**src/tcsq_pkg.sv**
```systemverilog
package tcsq_pkg;

    localparam int MAX_ENTRIES = 1024;
    localparam int VALUE_BITS  = 16;

    // widths fixed by the channel fields
    localparam int IN_VALUE_W = 16;
    localparam int COUNT_W    = 11;
    localparam int SUM_W      = 26;

    // entry count must hold MAX_ENTRIES itself
    localparam int CNT_W = $clog2(MAX_ENTRIES + 1);

    // readout tree: groups of cells reduced into registers, then the groups reduced
    localparam int GROUP_SIZE = 32;
    localparam int NUM_GROUPS = (MAX_ENTRIES + GROUP_SIZE - 1) / GROUP_SIZE;

    typedef logic [VALUE_BITS-1:0] t_val;
    typedef logic [SUM_W-1:0]      t_sum;
    typedef logic [CNT_W-1:0]      t_cnt;

    typedef enum logic [1:0] {
        OP_LOAD  = 2'd0,
        OP_QUERY = 2'd1,
        OP_CLEAR = 2'd2
    } t_op;

    typedef enum logic [1:0] {
        S_IDLE,
        S_EXEC,
        S_SUM
    } t_state;

    function automatic t_val fit_value(logic [IN_VALUE_W-1:0] x);
        t_val r;
        r = '0;
        for (int i = 0; i < VALUE_BITS; i++) begin
            if (i < IN_VALUE_W) begin
                r[i] = x[i];
            end
        end
        return r;
    endfunction

    function automatic t_sum val_to_sum(t_val x);
        t_sum r;
        r = '0;
        for (int i = 0; i < SUM_W; i++) begin
            if (i < VALUE_BITS) begin
                r[i] = x[i];
            end
        end
        return r;
    endfunction

    function automatic logic [COUNT_W-1:0] fit_count(t_cnt x);
        logic [COUNT_W-1:0] r;
        r = '0;
        for (int i = 0; i < COUNT_W; i++) begin
            if (i < CNT_W) begin
                r[i] = x[i];
            end
        end
        return r;
    endfunction

endpackage

```
**src/tcsq_cell.sv**
```systemverilog
module tcsq_cell (
    input  logic                 i_clk,
    input  tcsq_pkg::t_cnt       i_index,
    input  tcsq_pkg::t_cnt       i_count,
    input  tcsq_pkg::t_val       i_key,
    input  tcsq_pkg::t_sum       i_key_sum,
    input  logic                 i_shift,
    input  logic                 i_left_gt,
    input  tcsq_pkg::t_val       i_left_value,
    input  tcsq_pkg::t_sum       i_left_sum,
    input  logic                 i_right_gt,
    output logic                 o_gt,
    output tcsq_pkg::t_val       o_value,
    output tcsq_pkg::t_sum       o_sum,
    output tcsq_pkg::t_cnt       o_hit_count,
    output tcsq_pkg::t_sum       o_hit_sum
);

    tcsq_pkg::t_val r_value;
    tcsq_pkg::t_sum r_sum;
    logic           w_hit;

    // empty cells act as +infinity so they always sit right of the key
    assign o_gt    = !(i_index < i_count) || (r_value > i_key);
    assign o_value = r_value;
    assign o_sum   = r_sum;

    // last cell at or below the key
    assign w_hit       = !o_gt && i_right_gt;
    assign o_hit_count = w_hit ? (i_index + tcsq_pkg::t_cnt'(1)) : '0;
    assign o_hit_sum   = w_hit ? r_sum : '0;

    always_ff @(posedge i_clk) begin
        if (i_shift && o_gt) begin
            r_value <= i_left_gt ? i_left_value : i_key;
            r_sum   <= i_left_sum + i_key_sum;
        end
    end

endmodule

```
**config.mk**
```make
export PLATFORM = sky130hd
export DESIGN_NAME = tcsq_cell
export DESIGN_NICKNAME = d
export VERILOG_FILES = /design/src/tcsq_pkg.sv /design/src/tcsq_cell.sv
export SDC_FILE = /design/constraint.sdc
export NUM_CORES = 1
export LEC_CHECK = 0
export ABC_AREA = 1
export CAP_MARGIN = 15
export CORE_ASPECT_RATIO = 1.1
export CORE_MARGIN = 2
export CORE_UTILIZATION = 45
export DETAILED_ROUTE_END_ITERATION = 6
export DONT_BUFFER_PORTS = 1
export SLEW_MARGIN = 20
export SYNTH_ARGS = -nofsm -noshare
export SYNTH_HDL_FRONTEND = slang
export SYNTH_SLANG_ARGS = --single-unit
```
**constraint.sdc**
```tcl
create_clock -name i_clk -period 15.6 [get_ports i_clk]
set_input_delay 4.68 -clock i_clk [delete_from_list [all_inputs] [get_ports i_clk]]
set_output_delay 4.68 -clock i_clk [all_outputs]
set_load 0.02 [all_outputs]
```
==> implementation parameters <==
Parameter                              Value

Detailed routing
  Detailed Routing Iterations Pass 1    4
  WL/cell    15.2 µm
  Post-detailed-route DRC marker count    0
  Vias per inst    5.32
  Count of vias placed by the detailed router    3639
  Number of nets with antenna violations after detailed routing    0
  Initial DRC Count    106
  Routed wire length    10.4 mm

Yosys
  Number of warnings issued by yosys    0
  Post-Syn Nets    730
  Leading cell types by total area after synthesis    edfxtp_1 30%, ha_1 16%, nand2_1 12%
  Area share of the leading cell type in the synthesized netlist    30.1%
  Share of the synthesized area in compound gates (AO/OA/AOI/OAI)    9.71%
  Dominant cell type by area after synthesis    edfxtp_1
  Async set or reset register ratio after synthesis    0%
  Register bit total from synthesis    42
  Most used flip-flop cell after synthesis    edfxtp_1
  Seq/Total Area, Yosys    30.1%
  Most common library cells after synthesis    134 x nand2_1, 106 x inv_1, 52 x ha_1
  Dominant combinational cell family by area after synthesis    simple AND/OR/NAND/NOR gates
  Cell Area, Synth    4190 µm²
  Cell with the most instances after synthesis    nand2_1
  Portion of netlist area occupied by mux cells    0.269%
  Post-synthesis xor/xnor area fraction    5.44%
  Average size of a mapped cell    7.39 µm²
  Gate count after technology mapping    567
  Number of flops mapped to enable cells by yosys    42
  Adder and majority gate portion of the synthesized area    16.0%
  Area fraction in and, or, nand and nor cells after synthesis    27.9%
  Number of distinct standard cells referenced by the synthesized netlist    31

Global route
  Via count of the first global-routing pass    3566
  Number of antenna violations at the first check in global routing    0
  Total Routing Usage GR    20.1%
  Overflow after GRT    0
  Largest net degree at the start of global routing    43
  Wire length of the first global-routing pass    16.0 mm

Die
  Boundary pin count    190
  Floorplan row count    36
  Die area    10100 µm²
  Horizontal die dimension    96.0 µm
  Starting density of the core    46.7%
  Vertical die dimension    105 µm
  Core area    8960 µm²

Layout
  Design Area, Final    4390 µm²
  NumNets Final    732
  Count of non-filler cells in the finished layout    684
  Fraction of final layout cells sized beyond drive strength 1    8.07%
  Growth of design area from synthesis to finish    4.81%
  Filler instances    899
  Sequential standard cell area    1260 µm²
  Multi-input logic area    2500 µm²
  Antenna diode count    0

Setup path
  Critical Path RT    10920 ps
  Crit path kind    input pin to output port
  Max Fanout on Critical Path    37
  Internal reg-to-reg setup slack    13140 ps
  Kind of capture point of the worst setup path    output port
  R2R depth    8
  Signal arrival time at the worst endpoint    6680 ps
  Launch instance of the worst register-to-register path    o_value[15]
  Critical R2R Capture    o_value[12]
  Nature of the critical path startpoint    input pin

Worst hold path
  Hold crit path type    register to register
  Startpoint of the most critical hold path    o_value[4]
  Hold Crit Endpoint    o_value[13]
  Number of stages on the worst hold path    7

Clock tree
  Cts bufs inserted    5
  Maximum root-to-sink buffer count    2
  Sink Count    42
  Count of cells resized by post-cts repair    0
  H-tree level count    2
  Post-CTS setup repair buffer count    0
  Post-cts hold buffer count    0
  TritonCTS clock tree    yes
  Master cell of the clock root buffer    clkbuf_8
  Post-CTS clock slew at the launch and capture registers of the worst setup and hold paths    90 ps
  Clock network latency to the later pin of the worst-skew pair    300 ps

Power
  Leakage power total    2.16 nW
  VDD IR max    36.7 µV
  Power density relative to cell area    81.3 nW/µm²

STA
  Slew Limit Fails    0
  Final number of hold-violating endpoints    0
  Clock period minus worst slack    11360 ps
  Share of the clock period used by the worst path    72.8%
  Worst slew slack as a fraction of its limit    56.0%
  Slew at the pin closest to its max-slew limit    660 ps
  Final setup skew    13.9 ps
  Fin Hold WS    1660 ps
  Finish-stage setup viols    0
  RSZ-0062 raised after global routing    false
  Total negative setup slack    0 ps
  Highest Clock Rate    88.0 MHz

Placement
  Input/output buffers    0
  Final GP Congestion    0.880
  DPL Wire Length    8.84 mm
  Total cell area at the placement stage    4310 µm²
  Placed cell count    676

Run
  Number of max-capacitance violations reported    0

Status
  Result of the run    completed
routing by layer:
| layer | global-route usage [%] | up-vias | share of wire (%) |
|---|---|---|---|
| li1 | - | 1841 | - |
| met2 | 39.7 | 132 | 54 |
| met4 | 5.61 | 0 | 1.7 |
| met1 | 20.9 | 1654 | 37 |
| met5 | 0 | - | 0 |
| met3 | 3.10 | 12 | 6.9 |
cells in the final DEF (no fill, tap or decap), types with 2 or more instances in the layout:
master / netlist / routed
ha_1: 52 / 52
edfxtp_1: 42 / 42
xnor2_1: 6 / 6
xor2_1: 20 / 20
nor2_2: 29 / 29
a21oi_1: 39 / 39
nor3_2: 2 / 2
o21ai_0: 29 / 29
nand3_1: 24 / 24
nand4_1: 11 / 11
nor2_4: 2 / 2
clkbuf_8: 0 / 5
nor2_1: 38 / 38
nand2_1: 134 / 134
inv_1: 106 / 106
nor3_1: 5 / 5
nand3b_1: 4 / 4
a21o_1: 2 / 2
o21bai_1: 3 / 3
and2_1: 3 / 3
critical path: stages:
cell,delay [ps]
inv_1,20
ha_1,280
a21o_1,180
a31oi_1,130
nor2_1,70
nor2_2,240
nand3_4,520
nor2_1,540
power by group:
group	switching [mW]	internal, mW
Clock	0.0402	0.0307
Sequential	0.0248	0.145
Combinational	0.0785	0.0377
Total	0.143	0.213
per-stage QoR:
stage	utilization (%)	setup slack, ps	power, mW
floorplan	-	4900	0.266
global placement	48.0	4260	0.287
detailed placement	48.0	4200	0.290
CTS	49.0	4210	0.361
global route	49.0	4030	0.383
finish	49.0	4240	0.357
registers in the layout, summed over array words and instances, names as in the netlist:
signal	cells
o_sum	26
o_value	16
cells by family after synthesis:
| kind of cell | after synthesis |
|---|---|
| flip-flops | 42 |
| multiplexers | 1 |
| XOR/XNOR | 26 |
| AND/OR/NAND/NOR | 256 |
| AO/OA/AOI/OAI | 77 |
| adder cells (fa/ha/maj) | 53 |
| buffers and inverters | 112 |
worst max-delay path by stage:
stage,startpoint,end,cells past startpoint
floorplan,i_count[2],o_hit_sum[10],9
global placement,i_count[2],o_hit_sum[25],8
detailed placement,i_count[2],o_hit_count[1],8
CTS,i_count[2],o_hit_count[1],8
global route,i_key[15],o_hit_count[2],8
finish,i_count[2],o_hit_count[2],8
final cells by class:
| cell class | count | area share [%] |
|---|---|---|
| clock buffers | 5 | 1.57 |
| clock inverters | 3 | 0.370 |
| inverters | 106 | 9.06 |
| multi-input cells | 413 | 56.9 |
| flip-flops and latches | 42 | 28.7 |
| well taps | 114 | 3.25 |
| repair buffers | 1 | 0.171 |
No activity file was read; power rests on OpenSTA's default activity.
